<file path="src/rtl/core/dpbk_pkg.sv">
// ----------------------------------------------------------------------------
// dpbk_pkg
// Shared types and constants of the depth pixel back-projection block.
// ----------------------------------------------------------------------------
`default_nettype none

package dpbk_pkg;

	localparam int COORD_W  = 12;
	localparam int DEPTH_W  = 24;
	localparam int INV_W    = 32;
	localparam int CENTER_W = 16;
	localparam int CHAN_W   = 8;
	localparam int POINT_W  = 32;
	localparam int CFG_IDX_W  = 3;
	localparam int CFG_DATA_W = 32;

	// Configuration register indexes.
	localparam logic [CFG_IDX_W-1:0] REG_COL_LOW     = 3'd0;
	localparam logic [CFG_IDX_W-1:0] REG_COL_HIGH    = 3'd1;
	localparam logic [CFG_IDX_W-1:0] REG_DEPTH_LIMIT = 3'd2;
	localparam logic [CFG_IDX_W-1:0] REG_INV_FX      = 3'd3;
	localparam logic [CFG_IDX_W-1:0] REG_INV_FY      = 3'd4;
	localparam logic [CFG_IDX_W-1:0] REG_CENTER_X    = 3'd5;
	localparam logic [CFG_IDX_W-1:0] REG_CENTER_Y    = 3'd6;
	localparam logic [CFG_IDX_W-1:0] REG_COLOR_THR   = 3'd7;

	// Reset values of the configuration registers.
	localparam logic [COORD_W-1:0]  RST_COL_LOW     = 12'd300;
	localparam logic [COORD_W-1:0]  RST_COL_HIGH    = 12'd879;
	localparam logic [DEPTH_W-1:0]  RST_DEPTH_LIMIT = 24'd52429;
	localparam logic [INV_W-1:0]    RST_INV_FX      = 32'd6135667;
	localparam logic [INV_W-1:0]    RST_INV_FY      = 32'd6135667;
	localparam logic [CENTER_W-1:0] RST_CENTER_X    = 16'd10240;
	localparam logic [CENTER_W-1:0] RST_CENTER_Y    = 16'd5760;
	localparam logic [CHAN_W-1:0]   RST_COLOR_THR   = 8'd100;

	// Per-pixel decision flags produced by the qualifier.
	typedef struct packed {
		logic keep;
		logic blue_key;
	} qual_t;

endpackage

`default_nettype wire

</file>
<file path="src/rtl/core/dpbk_qual.sv">
// ----------------------------------------------------------------------------
// dpbk_qual
// Crop window, depth limit and blue color key tests, one registered stage.
// ----------------------------------------------------------------------------
`default_nettype none

module dpbk_qual import dpbk_pkg::*; (
	input  logic                clk,
	input  logic [COORD_W-1:0]  col,
	input  logic [DEPTH_W-1:0]  depth,
	input  logic                depth_valid,
	input  logic [CHAN_W-1:0]   red,
	input  logic [CHAN_W-1:0]   green,
	input  logic [CHAN_W-1:0]   blue,
	input  logic [COORD_W-1:0]  col_low,
	input  logic [COORD_W-1:0]  col_high,
	input  logic [DEPTH_W-1:0]  depth_limit,
	input  logic [CHAN_W-1:0]   color_threshold,
	output qual_t               flags_s1
);

	qual_t flags_c;

	always_comb begin
		flags_c.keep = (col >= col_low) && (col <= col_high) && depth_valid &&
			(depth < depth_limit);
		flags_c.blue_key = (red < color_threshold) && (green < color_threshold) &&
			(blue > color_threshold);
	end

	always_ff @(posedge clk) begin
		flags_s1 <= flags_c;
	end

endmodule

`default_nettype wire

</file>
<file path="config.mk">
export PLATFORM = sky130hd
export DESIGN_NAME = dpbk_qual
export DESIGN_NICKNAME = d
export VERILOG_FILES = /design/src/rtl/core/dpbk_pkg.sv /design/src/rtl/core/dpbk_qual.sv
export SDC_FILE = /design/constraint.sdc
export NUM_CORES = 1
export LEC_CHECK = 0
export BUFFER_PORTS_ARGS = -buffer_cell sky130_fd_sc_hd__buf_4
export CAP_MARGIN = 5
export CORE_UTILIZATION = 46
export DETAILED_ROUTE_END_ITERATION = 12
export GPL_TIMING_DRIVEN = 0
export PLACE_DENSITY_LB_ADDON = 0.12
export SLEW_MARGIN = 25
export SYNTH_ARGS = -nofsm -noshare
export SYNTH_HDL_FRONTEND = slang
export SYNTH_SLANG_ARGS = --single-unit
</file>
<file path="constraint.sdc">
create_clock -name clk -period 3.3 [get_ports clk]
set_clock_uncertainty 0.2 [all_clocks]
set_input_delay 0.165 -clock clk [delete_from_list [all_inputs] [get_ports clk]]
set_output_delay 0.165 -clock clk [all_outputs]
set_load 0.1 [all_outputs]
</file>
After elaboration in Yosys (flattened, before gate mapping). Index checks and enable logic that the tools add are counted.

Add/subtract/negate cells: 0. $mul: 0. Div/mod/pow operators: 0. Magnitude comparators: 6. Equal/unequal tests: 0. Shift-type cells: 0. Multiplexer cells: 0. Bitwise operators: 0. Reductions and logical operators: 5.

Operator list (number): $lt A24 B24 Y1 (1); $lt A8 B8 Y1 (2); $ge A12 B12 Y1 (1); $le A12 B12 Y1 (1); $gt A8 B8 Y1 (1); $logic_and A1 B1 Y1 (5).

Bits in registers: 2. Bits in latches: 0. Memory bits (writable): 0. Bits in read-only memories: 0. Input bits: 118. Output and inout port bits: 2. Memories kept: 0.

Longest topological paths before layout.
Depth in word-level cells: 4. Depth in mapped cells: 8.

Worst setup path after synthesis. Ideal clock, no wire load.

Path kind: input port to flip-flop. From: in col_high[1]. To: reg flags_s1[1] (netlist bit). Arrival: 1.391 ns. Required time: 3.012 ns. Slack: 1.622 ns. Stages: 8. Buffers on the path: 0. Cell sequence: inv_1 > ha_1 > nor2b_4 > o211ai_2 > a211oi_2 > a2111oi_4 > nor2_1 > nor4_2.

RTL lines: start, declared (RTL line dpbk_qual.sv:16) `input logic [COORD_W-1:0] col_high,`; end signal, assigned (RTL line dpbk_qual.sv:32) `flags_s1 <= flags_c;`; end, declared (RTL line dpbk_qual.sv:19) `output qual_t flags_s1`.

==> reports/qor.json <==
{
  "outcome": {
    "status": "finished clean"
  },
  "grt": {
    "grt_pass1_wl_um": 7350,
    "grt_start_max_net_pins": 4,
    "grt_residual_overflow": 0,
    "overall_fraction_of_global_route_tracks_in_use_pct": 22.1,
    "grt_antenna_before_repair": 0,
    "vias_in_the_first_global_route": 1996
  },
  "worst_setup_path": {
    "critPathArrivalTime_ns": 1.57,
    "worst_path_slowest_cell": "sky130_fd_sc_hd__a2111oi_0",
    "cp_max_fo": 2,
    "worst-setup-path-type": "in2reg",
    "timing.critical_path.slowest_cell_delay_ns": 0.46,
    "worst_ep_required_time_ns": 3.19,
    "crit_start": "col[0]",
    "timing.critical_path.from_type": "input pin",
    "end_kind": "register",
    "endpoint": "flags_s1[1]$_DFF_P_",
    "worstPathCellList": "buf_4 > inv_1 > ha_1 > nand2b_1 > a2111oi_0 > o41ai_1 > nor3_1 > nor4_2"
  },
  "placement": {
    "io_buffer_count": 119,
    "place.gp.congestion": 0.825,
    "post-dp-hpwl_um": 4080,
    "placement.cell_area_mm2": 0.00268
  },
  "cts": {
    "clock-root-buffer": "sky130_fd_sc_hd__clkbuf_8",
    "number_of_clock_buffers_inserted_by_tritoncts": 3,
    "tritoncts_clock_tree": "built",
    "cts-resized-gates": 0,
    "cts.sinks": 2,
    "clock_path_buffers": 2,
    "holdBufCountCts": 0,
    "post_cts_buffers": 0,
    "h-tree-depth": 1,
    "clk_transition_reported_paths_ns": 0.03
  },
  "synth": {
    "synth_top_area_cell": "sky130_fd_sc_hd__ha_1",
    "synth-seq-area-share_pct": 2.31,
    "ys_ff_latch": 2,
    "synth.distinct_cells": 30,
    "synth_edf_count": 0,
    "synth_top_cells_by_area": "sky130_fd_sc_hd__ha_1, sky130_fd_sc_hd__inv_1, sky130_fd_sc_hd__a21oi_1",
    "syn-cell-area_mm2": 0.00173,
    "post-synth-top-area-fraction_pct": 49.9,
    "synth_flop_cell": "sky130_fd_sc_hd__dfxtp_1",
    "syn_inst": 223,
    "async_s_r_ff_share_synth_pct": 0,
    "synth.net_count": 410,
    "syn_area_per_cell_um2": 7.76,
    "synth-warning-count": 0
  },
  "hold_path": {
    "worst_hold_path.num_cells": 3,
    "worst_hold_path_type": "in2reg"
  },
  "timing": {
    "finalCritPeriodShare_pct": 51.0,
    "final-max-slew-violation-count": 0,
    "final_hold_viol_count": 0,
    "setup_tns_ns": 0,
    "worst_hold_slack_ns": 0.0578,
    "setup_violations": 0,
    "fin_crit_ns": 1.68,
    "timing.fmax_ghz": 0.594,
    "max-slew-margin-rel_pct": 70.7,
    "grt_setup_unrepaired": "false",
    "worst_slew_pin_slew_ns": 0.428
  },
  "die": {
    "std_cell_rows": 21,
    "floorplan.die.height_um": 63.3,
    "core_region_area_mm2": 0.00347,
    "start_util_pct": 49.9,
    "boundaryPins": 120,
    "die_x_um": 63.3,
    "die-area_mm2": 0.00401
  },
  "finish": {
    "area.growth.synth_to_final_pct": 57.3,
    "largestRegisters": "flags_s1 x2",
    "layout_commonest_cell": "sky130_fd_sc_hd__buf_4",
    "leading_cell_types_in_the_layout_fill_and_taps_excluded": "sky130_fd_sc_hd__buf_4, sky130_fd_sc_hd__ha_1, sky130_fd_sc_hd__inv_1",
    "regMostFlops": "flags_s1",
    "fin_area_mm2": 0.00272,
    "inserted_diodes": 0,
    "largest_reg_flops": 2,
    "drive_above_1_share_pct": 37.1,
    "layout.nets": 534
  },
  "pwr": {
    "power.share.combinational_pct": 71.7,
    "p_int_w": 0.000280,
    "overall_power_w": 0.000431,
    "peakVddDrop_v": 0.0000852,
    "power.static_leakage_nw": 1.65,
    "cellPowerDensity_mw_per_mm2": 158,
    "switching_share_pct": 35.0,
    "power.share.clock_pct": 22.0,
    "seqPwrFrac_pct": 6.3,
    "p_switching_w": 0.000151
  },
  "detailed_routing": {
    "detail_route.vias_per_cell": 5.09,
    "routed_wirelength_um": 4220,
    "wire_per_inst_um": 10.8,
    "dr_total_vias": 1991,
    "drtIter0Drc": 52,
    "drt_drc_violations_left": 0,
    "ant_nets": 0,
    "detail_route.first_pass.iterations": 4
  },
  "flow_run": {
    "cap_viol_max_count": 0
  }
}
[worst min path at each step]
stage / slack [ns] / to / from
6_report: 0.06 / flags_s1[1]$_DFF_P_ / depth_valid
5_1_grt: 0.07 / flags_s1[1]$_DFF_P_ / depth_valid
4_1_cts: 0.06 / flags_s1[1]$_DFF_P_ / depth_valid
3_5_place_dp: 0.28 / flags_s1[1]$_DFF_P_ / depth_valid
3_3_place_gp: 0.28 / flags_s1[1]$_DFF_P_ / depth_valid
2_1_floorplan: 0.14 / flags_s1[1]$_DFF_P_ / depth_valid
[layer usage]
metal,GRT usage [%],share of wire [%],vias up,routed length [µm]
met4,5.97,0.59,0,25
met2,43.2,52,70,2180
met1,23.1,40,876,1690
li1,-,-,1043,-
met3,4.53,7.7,2,324
met5,0,0,-,0
[metrics by stage]
| step | setup WS (ns) | util [%] | instances |
|---|---|---|---|
| 5_1_grt | 1.50 | 78.5 | 391 |
| 3_5_place_dp | 1.39 | 77.3 | 388 |
| 2_1_floorplan | 1.62 | - | 223 |
| 6_report | 1.62 | 78.5 | 391 |
| 4_1_cts | 1.60 | 78.5 | 391 |
| 3_3_place_gp | 1.39 | 77.3 | 388 |
[power by group through the flow]
stage | Sequential [W] | Combinational [W] | Clock [W]
detailed placement | 0.0000273 | 0.000311 | 0
finish | 0.0000270 | 0.000309 | 0.0000950
CTS | 0.0000270 | 0.000313 | 0.0000974
global route | 0.0000271 | 0.000354 | 0.000104
floorplan | 0.0000422 | 0.000149 | 0
global placement | 0.0000272 | 0.000302 | 0
[synthesized netlist by cell type (all sizes together) (2+ instances only)]
cell type,n
ha,69
inv,56
a21oi,21
nand4,13
a21o,11
o21ai,7
nor2,6
nor2b,6
nand2,5
nand3,4
a2111oi,3
nand2b,3
nor3,3
a211oi,2
dfxtp,2
nor4,2
o211ai,2
o21a,2
[critical path, delay by kind of cell]
kind                     cells  cell delay, ns
buffers and inverters        2            0.17
adder cells (fa/ha/maj)      1            0.22
AO/OA/AOI/OAI                2            0.58
AND/OR/NAND/NOR              3            0.42
[cell type report]
cell class                 count  area [µm²]
fill                         271         746
clock buffer                   3        41.3
multi-input combinational    165        1480
tap                           46        57.6
sequential                     2        40.0
inverter                      56         210
timing repair buffer         119         893
[logic make-up (layout without fill, tap and decap cells)]
group,after synthesis,after routing,share of synthesized area [%]
buf+inv,56,178,12.1
simple gates,44,44,15.0
fa+ha+maj,69,69,49.9
compound gates,52,52,20.6
flops,2,2,2.31
Power figures use the tool's default switching activity.
