===== src/rtl/core/dpbk_pkg.sv =====
// ----------------------------------------------------------------------------
// dpbk_pkg
// Shared types and constants of the depth pixel back-projection block.
// ----------------------------------------------------------------------------
`default_nettype none

package dpbk_pkg;

	localparam int COORD_W  = 12;
	localparam int DEPTH_W  = 24;
	localparam int INV_W    = 32;
	localparam int CENTER_W = 16;
	localparam int CHAN_W   = 8;
	localparam int POINT_W  = 32;
	localparam int CFG_IDX_W  = 3;
	localparam int CFG_DATA_W = 32;

	// Configuration register indexes.
	localparam logic [CFG_IDX_W-1:0] REG_COL_LOW     = 3'd0;
	localparam logic [CFG_IDX_W-1:0] REG_COL_HIGH    = 3'd1;
	localparam logic [CFG_IDX_W-1:0] REG_DEPTH_LIMIT = 3'd2;
	localparam logic [CFG_IDX_W-1:0] REG_INV_FX      = 3'd3;
	localparam logic [CFG_IDX_W-1:0] REG_INV_FY      = 3'd4;
	localparam logic [CFG_IDX_W-1:0] REG_CENTER_X    = 3'd5;
	localparam logic [CFG_IDX_W-1:0] REG_CENTER_Y    = 3'd6;
	localparam logic [CFG_IDX_W-1:0] REG_COLOR_THR   = 3'd7;

	// Reset values of the configuration registers.
	localparam logic [COORD_W-1:0]  RST_COL_LOW     = 12'd300;
	localparam logic [COORD_W-1:0]  RST_COL_HIGH    = 12'd879;
	localparam logic [DEPTH_W-1:0]  RST_DEPTH_LIMIT = 24'd52429;
	localparam logic [INV_W-1:0]    RST_INV_FX      = 32'd6135667;
	localparam logic [INV_W-1:0]    RST_INV_FY      = 32'd6135667;
	localparam logic [CENTER_W-1:0] RST_CENTER_X    = 16'd10240;
	localparam logic [CENTER_W-1:0] RST_CENTER_Y    = 16'd5760;
	localparam logic [CHAN_W-1:0]   RST_COLOR_THR   = 8'd100;

	// Per-pixel decision flags produced by the qualifier.
	typedef struct packed {
		logic keep;
		logic blue_key;
	} qual_t;

endpackage

`default_nettype wire


===== src/rtl/core/dpbk_axis.sv =====
// ----------------------------------------------------------------------------
// dpbk_axis
// One axis of the pinhole back-projection: offset, two multiply stages,
// rounding, then saturation. Five register stages, result valid after s5.
// ----------------------------------------------------------------------------
`default_nettype none

module dpbk_axis import dpbk_pkg::*; (
	input  logic                clk,
	input  logic [COORD_W-1:0]  coord,
	input  logic [CENTER_W-1:0] center,
	input  logic [INV_W-1:0]    inv,
	input  logic [DEPTH_W-1:0]  z,
	output logic [POINT_W-1:0]  point
);

	localparam int MAG_W  = CENTER_W;
	localparam int A_W    = MAG_W + INV_W;
	localparam int PLO_W  = INV_W + DEPTH_W;
	localparam int PHI_W  = (A_W - INV_W) + DEPTH_W;
	localparam int LOW_W  = PLO_W + 1;
	localparam int SHIFT  = 36;
	localparam int R_W    = PHI_W - 4 + 1;
	localparam logic [LOW_W-1:0] ROUND_BIAS = LOW_W'(1) << (SHIFT - 1);
	localparam logic [R_W-1:0]   POS_MAX    = R_W'(32'h7FFF_FFFF);
	localparam logic [R_W-1:0]   NEG_LIM    = R_W'(32'h8000_0000);

	logic [CENTER_W-1:0] pos_c;
	logic                neg_c;
	logic [MAG_W-1:0]    mag_c;

	logic [MAG_W-1:0]   mag_s1;
	logic               neg_s1;
	logic [DEPTH_W-1:0] z_s1;
	logic [A_W-1:0]     a_s2;
	logic               neg_s2;
	logic [DEPTH_W-1:0] z_s2;
	logic [PLO_W-1:0]   plo_s3;
	logic [PHI_W-1:0]   phi_s3;
	logic               neg_s3;
	logic [LOW_W-1:0]   low_s4;
	logic [PHI_W-5:0]   phi_s4;
	logic               neg_s4;
	logic [R_W-1:0]     r_s5;
	logic               neg_s5;
	logic [R_W-1:0]     r_neg;

	always_comb begin
		pos_c = {coord, 4'b0000};
		neg_c = pos_c < center;
		mag_c = neg_c ? (center - pos_c) : (pos_c - center);
	end

	// The exact product is split at bit 32 of the first product so that each
	// multiplier stays within 32 by 24 bits.
	always_ff @(posedge clk) begin
		mag_s1 <= mag_c;
		neg_s1 <= neg_c;
		z_s1   <= z;

		a_s2   <= A_W'(mag_s1) * A_W'(inv);
		neg_s2 <= neg_s1;
		z_s2   <= z_s1;

		plo_s3 <= PLO_W'(a_s2[INV_W-1:0]) * PLO_W'(z_s2);
		phi_s3 <= PHI_W'(a_s2[A_W-1:INV_W]) * PHI_W'(z_s2);
		neg_s3 <= neg_s2;

		low_s4 <= LOW_W'({phi_s3[3:0], 32'd0}) + LOW_W'(plo_s3) + ROUND_BIAS;
		phi_s4 <= phi_s3[PHI_W-1:4];
		neg_s4 <= neg_s3;

		r_s5   <= R_W'(phi_s4) + R_W'(low_s4[LOW_W-1:SHIFT]);
		neg_s5 <= neg_s4;
	end

	always_comb begin
		r_neg = R_W'(0) - r_s5;
		if (neg_s5) begin
			if (r_s5 >= NEG_LIM) begin
				point = 32'h8000_0000;
			end else begin
				point = r_neg[POINT_W-1:0];
			end
		end else begin
			if (r_s5 > POS_MAX) begin
				point = 32'h7FFF_FFFF;
			end else begin
				point = r_s5[POINT_W-1:0];
			end
		end
	end

endmodule

`default_nettype wire


===== config.mk =====
export PLATFORM = sky130hd
export DESIGN_NAME = dpbk_axis
export DESIGN_NICKNAME = d
export VERILOG_FILES = /design/src/rtl/core/dpbk_pkg.sv /design/src/rtl/core/dpbk_axis.sv
export SDC_FILE = /design/constraint.sdc
export NUM_CORES = 2
export LEC_CHECK = 0
export BUFFER_PORTS_ARGS = -buffer_cell sky130_fd_sc_hd__buf_4
export CORE_AREA = 2 2 322 324
export CTS_CLUSTER_SIZE = 16
export DETAILED_ROUTE_END_ITERATION = 8
export DIE_AREA = 0 0 324 326
export GPL_TIMING_DRIVEN = 0
export PLACE_DENSITY = 0.86
export SYNTH_ARGS = -nofsm -noshare
export SYNTH_HDL_FRONTEND = slang
export SYNTH_SLANG_ARGS = --single-unit

===== constraint.sdc =====
create_clock -name clk -period 20.1 [get_ports clk]
set_clock_uncertainty 0.15 [all_clocks]
set_input_delay 4.02 -clock clk [delete_from_list [all_inputs] [get_ports clk]]
set_output_delay 4.02 -clock clk [all_outputs]
set_load 0.02 [all_outputs]

---- Word-level counts from Yosys, hierarchy flattened ----
Index checks and enable logic that the tools add are counted.
operators by class
  add/subtract/negate cells ............... 6
  $mul .................................... 3
  $lt $le $gt $ge ......................... 3
  mux-type cells .......................... 4
operators by type and width
  kind                                                    number
  two-way mux 32 bit                                      3
  adder 36 x 56 -> 57 bit                                 1
  adder 57 x 36 -> 57 bit (second input constant)         1
  multiplier 32 x 24 -> 56 bit                            1
  multiplier 16 x 32 -> 48 bit                            1
  multiplier 16 x 24 -> 40 bit                            1
  adder 36 x 21 -> 37 bit                                 1
  >= comparator 37 x 32 -> 1 bit (second input constant)  1
  > comparator 37 x 31 -> 1 bit (second input constant)   1
  subtractor 1 x 32 -> 32 bit (first input constant)      1
  subtractor 16 bit                                       2
  < comparator 16 bit                                     1
  two-way mux 16 bit                                      1
word-level totals
  register bits ........................... 343
  output and inout port bits .............. 32
  word-level logic and storage cells ...... 30

---- Depth between registers and ports, before layout ----
  depth after elaboration ................. 3
  depth in mapped cells ................... 28

---- Least setup slack after synthesis ----
OpenSTA, ideal clock, no wires.
  kind .................................... input -> register
  start point ............................. in inv[16]
  end point ............................... reg a_s2[45]
  library setup time ...................... 0.120 ns
  arrival time ............................ 10.099 ns
  data required time ...................... 19.830 ns
  path slack .............................. 9.732 ns
  stages on the path ...................... 25
  path buffers ............................ 1
  cell sequence ........................... clkbuf_1 > nand2_1 > fa_1 > inv_1 > fa_1 > inv_1 > fa_1 > inv_1 > fa_1 > inv_1 > fa_1 > inv_1 > fa_1 > ha_1 > nand2_1 > or3_1 > or4_1 > nor3_2 > o21ai_1 > o31ai_4 > a311oi_1 > o211ai_1 > a21o_1 > a21oi_1 > xnor2_1
on the way
  word-level cells in the longest chain between the ends .. 1
ends and longest elaborated chain
  what                          line             text
  from (decl)                   dpbk_axis.sv:12  input logic [INV_W-1:0] inv,
  multiplier 16 x 32 -> 48 bit  dpbk_axis.sv:61  a_s2 <= A_W'(mag_s1) * A_W'(inv);
  to (signal assigned)          dpbk_axis.sv:61
  to (decl)                     dpbk_axis.sv:35  logic [A_W-1:0] a_s2;
Every way passes these cells.

---- Worst setup path after layout ----
  start point ............................. in inv[10]
  end point ............................... reg a_s2[45]
The elaborated chain is that of the path after synthesis.

==> impl_metrics.toml <==
[run_status]
status = "finished, final reports clean"

[global_routing]
grt_pass1_vias = 50400
antenna_found_initial = 10
grt_pass1_wl_um = 284000
overflow = 0
track_usage_pct = 35.7
grt_max_degree = 17

[finish]
nets = 8829
final_common_cell = "inv_1"
instances_no_fill = 8312
fill_cells = 8427
area_growth_syn_to_layout_pct = 6.12
layout_common_cells = "1538 x inv_1, 1383 x fa_1, 1096 x nand2_1, 700 x and2_1, 462 x ha_1"
final_cell_area_um2 = 64500
drive_above_1_share_pct = 2.98

[timing]
setup_viol = 0
tightest_slew_ns = 1.43
final_max_slew_viol_count = 0
relSlewSlack_pct = 4.32
grt_setup_unrepaired = "false"
finalHoldViolations = 0
whs_ns = 0.172
fmax_mhz = 89.8
timing.final.crit_period_ns = 11.14
tns_ns = 0
fin_crit_sh_pct = 55.4

[route]
wire_per_inst_um = 22.0
drtAntennaViolNets = 0
drt_iter0_drc = 4052
drc_errors = 0
via_per_inst = 5.66
drt-total-wl_um = 182000
vias = 47100
first_pass_iters = 5

[worst_setup_path]
worstPathRequired_ns = 20.52
r2r_cells = 26
crit_path_max_incr_delay_ns = 0.65
crit_arrival_ns = 11.56
path_common_cell = "fa_1"
crit_type = "in2reg"
cp-start-kind = "primary input"
slowest_stage = "a311oi_1"
critPathMaxFanout = 10
worst_setup_path_end_kind = "flip-flop"

[clock_tree]
clock-sinks = 275
cts_buffers = 31
post-cts-setup-buffers = 0
root_buffer = "clkbuf_16"
insertion_delay_ns = 0.65
cts_max_level = 1
clk_path_buf_depth = 3
cts.clk_slew.worst_paths_ns = 0.06
cts_tree = "done"
holdBufCountCts = 0
cts_resized = 0

[synth]
synthCells = 6750
postSynthAreaPerCell_um2 = 9.01
ys.flop_type = "dfxtp_1"
synth_edf_count = 0
synthArstFlopShare_pct = 0
yosysSeqAreaShare_pct = 9.05
yosysUniqueCellTypes = 78
syn-num-nets = 8680
syn_area_um2 = 60800
yosys_warnings = 0
ys_ff_latch = 275

[job]
max_cap_viol_count = 0

[floorplan]
io_pins = 117
rows = 118
start_util_pct = 59.3
die_y_um = 326
core_area_um2 = 103000
dieArea_um2 = 106000
chipWidth_um = 324

[place]
dp.cells = 8246
port_buffers = 116
place_congestion = 1.02
dp_hpwl_um = 153000
place_area_um2 = 63400

[min_path]
holdPathStages = 0
hold_path_class = "reg2reg"
[layout make-up]
cell class | count | area, um^2 | area share, %
Antenna cell | 8 | 20.0 | 0.0310
Clock inverter | 24 | 297 | 0.459
Buffer | 330 | 1250 | 1.94
Multi-Input combinational cell | 4607 | 48300 | 74.8
Inverter | 1538 | 5770 | 8.94
Timing Repair Buffer | 116 | 871 | 1.35
Sequential cell | 275 | 5510 | 8.53
Clock buffer | 34 | 807 | 1.25
Tap cell | 1380 | 1730 | 2.68
[routing by layer]
layer	vias to the layer above	global-route usage [%]	routed length (um)
met5	-	0	93
met4	14	18.6	11500
met3	657	7.67	19500
met2	2664	57.9	84900
met1	23600	44.9	66400
li1	20100	-	-
[synthesized netlist by cell type (4+ instances only)]
cell type | count | area share [%]
a21boi_0 | 4 | 0.049
clkbuf_1 | 323 | 2.0
dfxtp_1 | 275 | 9.1
mux2_2 | 4 | 0.074
and4_1 | 6 | 0.086
nand3_1 | 43 | 0.35
o21bai_1 | 21 | 0.26
o41ai_1 | 5 | 0.072
nor3_1 | 40 | 0.33
o22ai_1 | 5 | 0.051
xnor2_1 | 116 | 1.7
nand2_1 | 1096 | 6.8
fa_1 | 1383 | 46
and3_1 | 12 | 0.12
a31oi_1 | 14 | 0.14
a211oi_1 | 11 | 0.14
o211ai_1 | 8 | 0.099
ha_1 | 462 | 9.5
o21ai_0 | 91 | 0.75
o311ai_0 | 18 | 0.26
o31a_1 | 4 | 0.058
a221oi_1 | 7 | 0.10
a21oi_1 | 145 | 1.2
nand4_1 | 26 | 0.27
xor2_1 | 60 | 0.86
mux2i_1 | 4 | 0.066
o31ai_1 | 7 | 0.086
or3_1 | 11 | 0.11
a211o_1 | 4 | 0.058
inv_1 | 1538 | 9.5
a21o_1 | 69 | 0.85
nor2_1 | 99 | 0.61
o21ai_1 | 4 | 0.033
nor2b_1 | 22 | 0.23
nor4_1 | 8 | 0.082
or2_2 | 6 | 0.062
nand2b_1 | 22 | 0.23
or3_4 | 4 | 0.074
o21a_1 | 12 | 0.15
and2_1 | 700 | 7.2
[through the flow]
step | utilization [%] | setup slack, ns
global route | 62.9 | 8.72
detailed placement | 61.8 | 8.42
floorplan | - | 9.73
global placement | 61.8 | 8.56
finish | 62.9 | 8.96
CTS | 62.9 | 9.10
[cell families (layout without fill, tap and decap cells)]
family	after synthesis	count (layout)	share of synthesized area [%]
and+or+nand+nor	2120	2120	16.9
adders and majority gates	1845	1845	55.0
buffers and inverters	1868	2042	11.5
other	0	8	0
AOI/OAI and AO/OA	458	458	4.82
DFF	275	275	9.05
muxes	8	8	0.140
xor gates and xnor gates	176	176	2.53
[critical path: cells and delay by family]
kind	cells	cell delay, ns
adder cells (fa/ha/maj)	7	3.38
XOR/XNOR	1	0.13
AO/OA/AOI/OAI	7	2.27
AND/OR/NAND/NOR	4	0.66
buffers and inverters	7	1.07
[final timing paths]
path / slack, ns / end / from
setup / recovery: 8.96 / a_s2[45]$_DFF_P_ / inv[10]
hold / removal: 0.17 / z_s2[3]$_DFF_P_ / z_s1[3]$_DFF_P_
setup reg to reg: 9.95 / plo_s3[44]$_DFF_P_ / z_s2[8]$_DFF_P_
hold reg to reg: 0.17 / z_s2[3]$_DFF_P_ / z_s1[3]$_DFF_P_
[state kept, by name, indices dropped and copies added, names as in the netlist]
signal and count:
plo_s3 24, neg_s5 1, neg_s3 1, z_s2 24, phi_s3 40, neg_s2 1
r_s5 37, phi_s4 36, neg_s4 1, mag_s1 16, a_s2 48, low_s4 21
neg_s1 1, z_s1 24
Power is not shown: default switching activity piles up to over one toggle a cycle in this logic, so the estimate is an artifact.
